File: src/design/brl_pkg.sv
// Shared types and constants for the Bresenham line rasterizer.
package brl_pkg;

  localparam int COORD_W   = 6;
  localparam int GRID_SIZE = 64;
  localparam int ERR_W     = 8;

  typedef logic [COORD_W-1:0] coord_t;

  // One classified line command as it travels from the front end to the stepper.
  typedef struct packed {
    coord_t x0;
    coord_t y0;
    coord_t x1;
    coord_t y1;
    coord_t dx;
    coord_t ady;
    logic   sx;
    logic   sy;
  } cmd_t;

endpackage

File: src/design/brl_front.sv
// Front end: clamps the endpoints and works out spans and step directions.
module brl_front
  import brl_pkg::*;
#(
  parameter int GRID = GRID_SIZE
)
(
  input  logic [23:0] cmd_data,
  output cmd_t        cmd
);

  localparam coord_t COORD_MAX = COORD_W'(GRID - 1);

  coord_t x0, y0, x1, y1;

  function automatic coord_t clamp_coord(input coord_t v);
    clamp_coord = (v > COORD_MAX) ? COORD_MAX : v;
  endfunction

  always_comb begin
    x0 = clamp_coord(cmd_data[5:0]);
    y0 = clamp_coord(cmd_data[11:6]);
    x1 = clamp_coord(cmd_data[17:12]);
    y1 = clamp_coord(cmd_data[23:18]);
    cmd.x0  = x0;
    cmd.y0  = y0;
    cmd.x1  = x1;
    cmd.y1  = y1;
    cmd.dx  = (x1 > x0) ? (x1 - x0) : (x0 - x1);
    cmd.ady = (y1 > y0) ? (y1 - y0) : (y0 - y1);
    cmd.sx  = (x0 < x1);
    cmd.sy  = (y0 < y1);
  end

endmodule

File: src/design/brl_cmd_queue.sv
// Two-entry command queue between the front end and the stepper.
module brl_cmd_queue
  import brl_pkg::*;
(
  input  logic clk,
  input  logic rst,
  input  logic push,
  input  cmd_t push_cmd,
  output logic full,
  input  logic pop,
  output logic not_empty,
  output cmd_t head
);

  cmd_t       slot0;
  cmd_t       slot1;
  logic [1:0] count;

  assign full      = (count == 2'd2);
  assign not_empty = (count != 2'd0);
  assign head      = slot0;

  always_ff @(posedge clk) begin
    if (rst) begin
      count <= 2'd0;
    end else begin
      unique case ({push, pop})
        2'b11: begin
          if (count == 2'd1) begin
            slot0 <= push_cmd;
          end else begin
            slot0 <= slot1;
            slot1 <= push_cmd;
          end
        end
        2'b10: begin
          if (count == 2'd0) begin
            slot0 <= push_cmd;
          end else begin
            slot1 <= push_cmd;
          end
          count <= count + 2'd1;
        end
        2'b01: begin
          slot0 <= slot1;
          count <= count - 2'd1;
        end
        default: begin
        end
      endcase
    end
  end

endmodule

File: src/design/brl_stepper.sv
// Back end: walks the Bresenham line one pixel per cycle into an output register, while not stalled.
module brl_stepper
  import brl_pkg::*;
(
  input  logic   clk,
  input  logic   rst,
  input  logic   cmd_valid,
  input  cmd_t   cmd,
  output logic   cmd_pop,
  output logic   out_valid,
  input  logic   out_ready,
  output coord_t out_x,
  output coord_t out_y,
  output logic   out_last
);

  logic                    busy;
  coord_t                  cur_x, cur_y, tgt_x, tgt_y, span_x, span_y;
  logic                    dir_x, dir_y;
  logic signed [ERR_W-1:0] step_error;

  logic                    advance;
  logic                    done;
  logic signed [ERR_W:0]   e2, dx_s, ady_s, err_sum;
  logic                    step_x, step_y;

  assign advance = busy && (!out_valid || out_ready);
  assign cmd_pop = !busy && cmd_valid;
  assign done    = (cur_x == tgt_x) && (cur_y == tgt_y);

  always_comb begin
    e2      = {step_error, 1'b0};
    dx_s    = $signed({{(ERR_W+1-COORD_W){1'b0}}, span_x});
    ady_s   = $signed({{(ERR_W+1-COORD_W){1'b0}}, span_y});
    step_x  = (e2 >= -ady_s);
    step_y  = (e2 <= dx_s);
    err_sum = {step_error[ERR_W-1], step_error}
              - (step_x ? ady_s : '0) + (step_y ? dx_s : '0);
  end

  always_ff @(posedge clk) begin
    if (rst) begin
      busy       <= 1'b0;
      out_valid  <= 1'b0;
      cur_x      <= '0;
      cur_y      <= '0;
      tgt_x      <= '0;
      tgt_y      <= '0;
      span_x     <= '0;
      span_y     <= '0;
      dir_x      <= 1'b0;
      dir_y      <= 1'b0;
      step_error <= '0;
    end else begin
      if (out_valid && out_ready && !advance) begin
        out_valid <= 1'b0;
      end
      if (cmd_pop) begin
        busy       <= 1'b1;
        cur_x      <= cmd.x0;
        cur_y      <= cmd.y0;
        tgt_x      <= cmd.x1;
        tgt_y      <= cmd.y1;
        span_x     <= cmd.dx;
        span_y     <= cmd.ady;
        dir_x      <= cmd.sx;
        dir_y      <= cmd.sy;
        step_error <= ERR_W'({2'b00, cmd.dx}) - ERR_W'({2'b00, cmd.ady});
      end else if (advance) begin
        out_valid <= 1'b1;
        out_x     <= cur_x;
        out_y     <= cur_y;
        out_last  <= done;
        if (done) begin
          busy <= 1'b0;
        end else begin
          step_error <= err_sum[ERR_W-1:0];
          if (step_x) begin
            cur_x <= dir_x ? (cur_x + 1'b1) : (cur_x - 1'b1);
          end
          if (step_y) begin
            cur_y <= dir_y ? (cur_y + 1'b1) : (cur_y - 1'b1);
          end
        end
      end
    end
  end

endmodule

File: src/design/bresenham_line_rasterizer_core.sv
// Bresenham line rasterizer top level: front end, command queue and stepper.
// A command passes through the queue and the stepper's line registers before its
// first pixel reaches the output register. A line of N pixels (N = max(|dx|,|dy|)+1,
// at most 64) is loaded, then drawn one pixel per cycle unless the output stalls.
// The queue holds two commands, so input is taken while the stepper is drawing.
// Reset (rst, synchronous) empties the queue, idles the stepper, clears inverse_mode.
module bresenham_line_rasterizer_core
  import brl_pkg::*;
#(
  parameter int GRID = GRID_SIZE
)
(
  input  logic        clk,
  input  logic        rst,
  input  logic        cfg_wr_en,
  input  logic        cfg_wr_data,     // inverse_mode
  input  logic        s_axis_tvalid,
  output logic        s_axis_tready,
  input  logic [23:0] s_axis_tdata,    // start_x, start_y, end_x, end_y
  output logic        m_axis_tvalid,
  input  logic        m_axis_tready,
  output logic [15:0] m_axis_tdata,    // pixel_x, pixel_y, pixel_on, 3 zero bits
  output logic        m_axis_tlast     // last_pixel
);

  logic   inverse_mode;
  cmd_t   front_cmd;
  cmd_t   head_cmd;
  logic   q_full;
  logic   q_not_empty;
  logic   q_pop;
  coord_t pixel_x, pixel_y;

  always_ff @(posedge clk) begin
    if (rst) begin
      inverse_mode <= 1'b0;
    end else if (cfg_wr_en) begin
      inverse_mode <= cfg_wr_data;
    end
  end

  assign s_axis_tready = !q_full;

  brl_front #(
    .GRID (GRID)
  ) u_front (
    .cmd_data (s_axis_tdata),
    .cmd      (front_cmd)
  );

  brl_cmd_queue u_queue (
    .clk       (clk),
    .rst       (rst),
    .push      (s_axis_tvalid && s_axis_tready),
    .push_cmd  (front_cmd),
    .full      (q_full),
    .pop       (q_pop),
    .not_empty (q_not_empty),
    .head      (head_cmd)
  );

  brl_stepper u_stepper (
    .clk       (clk),
    .rst       (rst),
    .cmd_valid (q_not_empty),
    .cmd       (head_cmd),
    .cmd_pop   (q_pop),
    .out_valid (m_axis_tvalid),
    .out_ready (m_axis_tready),
    .out_x     (pixel_x),
    .out_y     (pixel_y),
    .out_last  (m_axis_tlast)
  );

  assign m_axis_tdata = {3'b000, ~inverse_mode, pixel_y, pixel_x};

endmodule

File: config.mk
export PLATFORM = sky130hd
export DESIGN_NAME = bresenham_line_rasterizer_core
export DESIGN_NICKNAME = d
export VERILOG_FILES = /design/src/design/brl_pkg.sv /design/src/design/brl_front.sv /design/src/design/brl_cmd_queue.sv /design/src/design/brl_stepper.sv /design/src/design/bresenham_line_rasterizer_core.sv
export SDC_FILE = /design/constraint.sdc
export NUM_CORES = 1
export LEC_CHECK = 0
export BUFFER_PORTS_ARGS = -buffer_cell sky130_fd_sc_hd__buf_4
export CAP_MARGIN = 30
export CORE_ASPECT_RATIO = 0.7
export CORE_UTILIZATION = 30
export DETAILED_ROUTE_END_ITERATION = 6
export GPL_TIMING_DRIVEN = 0
export PLACE_DENSITY = 0.54
export SYNTH_ARGS = -nofsm -noshare
export SYNTH_HDL_FRONTEND = slang
export SYNTH_SLANG_ARGS = --single-unit
export TNS_END_PERCENT = 1
File: constraint.sdc
create_clock -name clk -period 9.22 [get_ports clk]
set_clock_uncertainty 0.1 [all_clocks]
set_input_delay 1.844 -clock clk [delete_from_list [all_inputs] [get_ports clk]]
set_output_delay 1.844 -clock clk [all_outputs]
set_load 0.01 [all_outputs]
==> results.tsv, run 1 <==
metric	value	unit
outcome	finished, violations left	
failing checks	design-rule violations	
worst min path class	reg -> reg	
largest family of logic cells by synthesized area	compound AO/OA/AOI/OAI gates	
# fillers	2902	
Die Area	30100	um2
EDFF count, synth	89	
Ys Warns	0	
mapped cell area	8830	um2
Avg Cell Area, Syn	9.66	um2
vias in the first global route	6598	
adder-cell area share of the yosys netlist	12.6	%
P&R area growth vs syn	16.5	%
Hold Buf Count CTS	0	
Synth Area in Compound Gates	17.3	%
post-DR wirelength/cell	17.3	um
cell taking the most area after synthesis	edfxtp_1	
Req. time, crit path	9.46	ns
leakage power	4.06	nW
clk buf depth	2	
VDD IR max	154	uV
Mapped Cells	914	
Yosys reg bits	140	
PwrDens	373	nW/um2
detailed-route via count	6930	
Synth top area share	30.3	%
first-pass GRT wire length	37100	um
Clock Latency Late Sink	0.43	ns
post-route clock period utilization	53.7	%
Clock Root Buffer	clkbuf_16	
post-layout min period	4.95	ns
XOR/XNOR share of the synthesized area	3.37	%
CTS buffer count	17	
RSZ-0062 raised after global routing	false	
top-count cell post-synth	nand2_1	
clk sinks	140	
Post-Place Cells	1341	
Die Y	146	um
# rows	52	
placed inst area	9720	um2
mux share of post-synthesis cell area	6.01	%
Post-Layout Inst Area	10300	um2
fin nets	1093	
# IOs	49	
Remaining DRCs	2	
worst path arrival time	5.18	ns
PostCTS Resize Cnt	0	
Final ANT Viol Nets	0	
# setup viols final	0	
Max Freq	202	MHz
Final Non-Filler Cells	1373	
final hold vios	0	
CTS H-tree depth	4	
Max FO, Critical Path	10	
setup_tns	0	ns
Seq/Total Area, Yosys	41.8	%
Main synth FF type	edfxtp_1	
antenna violations before repair	0	
CTS tree	built	
DP HPWL	18500	um
Netlist cell types	62	
Hold Slack	0.371	ns
Critical Path Sink Type	register	
GRT overflow	0	
Setup Crit Path Kind	reg -> reg	
Die X	207	um
synthesized-area fraction occupied by and/or/nand/nor cells	11.9	%
worst slew pin tran	0.879	ns
initial core utilization	30.5	%
Tot GR Track Use	16.2	%
final wirelength	23800	um
setup bufs post-CTS	0	
Pre-antenna DRT Iters	7	
pin count of the biggest net entering global routing	35	
Synth async-reset ratio	0	%
Slew HR	40.8	%
Initial DRC Count	472	
Clock transition at path regs	0.07	ns
top cells by area, synth	edfxtp_1 30%, dfxtp_1 12%, ha_1 9.6%	
Inserted Diodes	0	
crit path launch type	register	
gpl congestion	0.844	
top cells by instance count after synthesis	99 x nand2_1, 89 x edfxtp_1, 85 x a21oi_1, 81 x inv_1, 68 x ha_1	
DR vias/cell	5.05	
IO buf count	44	
fin. max-slew vios	0	
core area	29000	um2
share of cells above drive strength 1	9.75	%
max-cap violations	0	
[path summary, 6_finish.rpt]
kind                                          start                 endpoint  slack, ns  depth (start not counted)
worst max register to register  u_stepper.span_y[0]  u_stepper.step_error[7]       4.27                         19
worst min-delay path             u_stepper.tgt_x[3]       u_stepper.tgt_x[3]       0.37                          2
worst min register to register   u_stepper.tgt_x[3]       u_stepper.tgt_x[3]       0.37                          2
worst max-delay path            u_stepper.span_y[0]  u_stepper.step_error[7]       4.27                         19
[cells in the final DEF (no fill, tap or decap), types with 20 or more instances in the layout]
master and instances:
nand2_1 99, nor2_1 28, inv_1 81, a21oi_1 85
mux2i_1 47, edfxtp_1 89, xnor2_1 20, buf_4 47
clkbuf_1 62, o21ai_0 33, ha_1 68, dfxtp_1 51
a221oi_1 35
[registers in the layout, indices dropped and copies added (netlist names)]
| register | flops |
|---|---|
| u_queue.head | 38 |
| u_queue.slot1 | 38 |
| u_stepper.step_error | 8 |
| u_stepper.cur_x | 6 |
| u_stepper.cur_y | 6 |
| u_stepper.out_x | 6 |
| u_stepper.out_y | 6 |
| u_stepper.span_x | 6 |
| u_stepper.span_y | 6 |
| u_stepper.tgt_x | 6 |
| u_stepper.tgt_y | 6 |
| u_queue.count | 2 |
| inverse_mode | 1 |
| u_stepper.busy | 1 |
| u_stepper.dir_x | 1 |
| u_stepper.dir_y | 1 |
| u_stepper.out_last | 1 |
| u_stepper.out_valid | 1 |
[layer usage]
layer  share of wire [%]  global-route usage, %  wire, um  up-vias
li1                    -                      -         -     3399
met1                  52                   24.3     12300     3346
met4                 1.0                   3.47       240        0
met3                 5.6                   4.04      1330       20
met2                  42                   23.1      9930      165
met5                   0                      0         0        -
[worst max-delay path, cell delays in order (launching register included)]
cell       delay (ns)
dfxtp_1          0.51
inv_1            0.10
ha_1             0.29
inv_1            0.04
ha_1             0.26
nor2b_1          0.12
o2111ai_1        0.12
a21o_1           0.18
a31oi_1          0.43
clkbuf_1         0.41
and2_1           0.22
fa_1             0.47
inv_1            0.09
ha_1             0.23
a21oi_1          0.25
o2111ai_1        0.25
o31ai_1          0.29
xor2_1           0.20
nand2_1          0.07
a311oi_1         0.22
[cell type report]
| type | instances | area, um2 | share of cell area, % |
|---|---|---|---|
| Multi-Input combinational cell | 618 | 4550 | 44.2 |
| Sequential cell | 140 | 3690 | 35.9 |
| Tap cell | 378 | 473 | 4.60 |
| Clock buffer | 17 | 425 | 4.13 |
| Timing Repair Buffer | 47 | 389 | 3.78 |
| Inverter | 82 | 308 | 2.99 |
| Buffer | 76 | 307 | 2.98 |
| Clock inverter | 15 | 148 | 1.43 |
[cell families (layout without fill, tap and decap cells)]
group	count (synthesis)	count (layout)
buf+inv	158	237
fa+ha+maj	81	81
simple gates	218	218
xor+xnor	34	34
mux	52	52
flops	140	140
other cells	1	3
compound gates	230	230
[through the flow]
| step | utilization (%) | power, W | worst slack (ns) |
|---|---|---|---|
| 2_1_floorplan | - | 0.00254 | 4.12 |
| 3_3_place_gp | 33.3 | 0.00311 | 2.37 |
| 3_5_place_dp | 33.6 | 0.00315 | 4.17 |
| 4_1_cts | 35.5 | 0.00386 | 4.23 |
| 5_1_grt | 35.5 | 0.00415 | 3.91 |
| 6_report | 35.5 | 0.00384 | 4.27 |
[where the power goes]
part / switching [W] / internal [W] / total (W)
clock: 0.000284 / 0.000397 / 0.000680
sequential: 0.000150 / 0.000950 / 0.00110
combinational: 0.00125 / 0.000815 / 0.00206
(Power assumes the default switching activity.)
==> run 2, diff against run 1 <==
- ABC_AREA: unset -> 1
- clock period: 9.22 -> 5.16 ns (I/O delays scaled with it)
==> results.tsv, run 2 <==
metric	value	unit	change
Storage cell area	3690	um2	unchanged
Pre-antenna DRT Iters	5		-2
clk buf depth	2		unchanged
worst path arrival time	4.32	ns	-0.86 ns
Tot GR Track Use	17.5	%	+1.3 points
DR vias/cell	4.69		-7.0%
commonest non-fill, non-tap cell in the layout	nand2_1		
# IOs	49		unchanged
clk sinks	140		unchanged
core area	30200	um2	+4.2%
top cells by area, synth	edfxtp_1 29%, nand2_1 14%, dfxtp_1 11%		
post-route clock period utilization	82.7	%	+29 points
critical-path cell list	inv_1 > ha_1 > nor2_1 > inv_1 > clkbuf_1 > buf_2 > ha_1 > o21ai_0 > a221oi_4 > buf_8 > buf_16		
CTS buffer count	17		unchanged
post-DR wirelength/cell	15.5	um	-11%
GRT overflow	0		unchanged
final wirelength	26700	um	+12%
Remaining DRCs	0		-2
max-cap violations	0		unchanged
Slew HR	41.4	%	+0.57 points
Mapped Cells	1229		+34%
Hold Buf Count CTS	0		unchanged
Clock Latency Late Sink	0.44	ns	about the same
# rows	53		+1.9%
pin count of the biggest net entering global routing	29		-17%
fin nets	1410		+29%
DR WL met2	10300	um	+3.5%
crit path launch type	register		
Ys Warns	0		unchanged
Yosys reg bits	140		unchanged
Max FO, Critical Path	16		+6
Critical Path Sink Type	register		
P&R area growth vs syn	16.7	%	
mapped cell area	9260	um2	+4.9%
setup slack, reg-to-reg	0.89	ns	-3.38 ns
PwrDens	703	nW/um2	+88%
final core occ	35.8	%	+0.28 points
Req. time, crit path	5.21	ns	-4.25 ns
share of cells above drive strength 1	9.07	%	-0.68 points
Seq/Total Area, Yosys	39.9	%	-1.9 points
first-pass GRT wire length	41600	um	+12%
total power	0.00760	W	+98%
IO buf count	45		+2.3%
gpl congestion	0.866		+2.6%
final hold vios	0		unchanged
Die Y	149	um	+2.4%
leakage power	4.97	nW	+22%
Met3 Routed Length	1840	um	+39%
Netlist cell types	38		-39%
most frequent cells in the layout	344 x nand2_1, 156 x inv_1, 118 x o21ai_0		
Final ANT Viol Nets	0		unchanged
Die Area	31600	um2	+4.8%
Main synth FF type	edfxtp_1		
Setup Crit Path Kind	reg -> reg		
wl on met1	14300	um	+17%
initial core utilization	30.7	%	+0.19 points
worst slew pin tran	0.880	ns	+0.000794 ns
CTS H-tree depth	4		unchanged
Crit-path slowest cell	a221oi_4		
Die X	212	um	+2.4%
Max Freq	234	MHz	+16%
top sig layer	met4		
DP HPWL	20400	um	+10%
vias in the first global route	7323		+11%
crit-path max cell delay	0.71	ns	+0.20 ns
setup bufs post-CTS	0		unchanged
cell taking the most area after synthesis	edfxtp_1		
antenna violations before repair	0		unchanged
fin. max-slew vios	0		unchanged
Synth top area share	28.8	%	-1.4 points
Clock Root Buffer	clkbuf_16		
Avg Cell Area, Syn	7.54	um2	-22%
Initial DRC Count	739		+57%
Synth async-reset ratio	0	%	unchanged
# fillers	3134		+8.0%
CTS tree	built		
top cells by instance count after synthesis	344 x nand2_1, 156 x inv_1, 118 x o21ai_0, 105 x a21oi_1		
Multi-input gate area	4660	um2	+2.4%
EDFF count, synth	89		unchanged
Inserted Diodes	0		unchanged
post-layout min period	4.27	ns	-0.681 ns
worst min path class	reg -> reg		
RSZ-0062 raised after global routing	false		
detailed-route via count	8089		+17%
VDD IR max	281	uV	+83%
outcome	finished, final reports clean		
PostCTS Resize Cnt	0		unchanged
top-count cell post-synth	nand2_1		
# setup viols final	0		unchanged
Clock transition at path regs	0.06	ns	about the same
[run 2: cell count changes after synthesis, sizes merged, moves of 15 or more]
cell / previous run / this run
mux2i: 47 / 2
a211oi: 16 / 1
o21ai: 33 / 125
inv: 81 / 162
nand3: 10 / 49
nor2: 30 / 90
nand2: 100 / 352
a221oi: 35 / 1
a21oi: 85 / 105
and2: 19 / 0
[run 2: layout make-up]
class	count	share of cell area, %
multi-input combinational	858	43.1
sequential	140	34.2
inverter	162	5.63
tap	412	4.77
clock buffer	18	4.06
timing repair buffer	49	3.83
buffer	71	3.14
clock inverter	14	1.30
[run 2: logic make-up after synthesis]
kind of cell / share of synthesized area (%)
and+or+nand+nor: 21.7
AOI/OAI and AO/OA: 13.7
buffers and inverters: 10.2
DFF: 39.9
adders and majority gates: 12.0
xor gates and xnor gates: 2.27
muxes: 0.216
other: 0.0405
[run 2: critical path: cells and delay by family, from the launching register on]
family / cells / cell delay, ns
DFF: 1 / 0.33
adders and majority gates: 2 / 0.83
buffers and inverters: 6 / 1.65
and+or+nand+nor: 1 / 0.12
AOI/OAI and AO/OA: 2 / 0.93
[run 2: where the power goes]
| group | switching (W) | internal, W |
|---|---|---|
| clock | 0.000571 | 0.000657 |
| combinational | 0.00290 | 0.00150 |
| sequential | 0.000271 | 0.00171 |
| total | 0.00374 | 0.00387 |
[run 2: routing by layer]
| layer | global-route usage [%] | up-vias |
|---|---|---|
| li1 | - | 4099 |
| met1 | 28.0 | 3728 |
| met2 | 23.1 | 241 |
| met3 | 3.68 | 21 |
| met4 | 4.09 | 0 |
| met5 | 0 | - |
[run 2: worst paths after layout]
path | startpoint | endpoint | cells past startpoint
setup reg to reg | u_queue.count[0] | u_queue.slot1[33] | 11
hold reg to reg | u_stepper.tgt_y[4] | u_stepper.tgt_y[4] | 2
hold / removal | u_stepper.tgt_y[4] | u_stepper.tgt_y[4] | 2
setup / recovery | u_queue.count[0] | u_queue.slot1[33] | 11
[run 2: stage by stage]
| step | instances | hold WS, ns | cell area (um2) | setup slack, ns | TNS, ns |
|---|---|---|---|---|---|
| finish | 1724 | 0.379 | 10800 | 0.893 | 0 |
| global route | 1724 | 0.403 | 10800 | 0.510 | 0 |
| CTS | 1723 | 0.378 | 10800 | 0.908 | 0 |
| detailed placement | 1691 | 0.367 | 10200 | 0.927 | 0 |
| global placement | 1688 | 0.356 | 10100 | -2.60 | -98.69 |
| floorplan | 1231 | 0.344 | 9270 | 0.0488 | 0 |
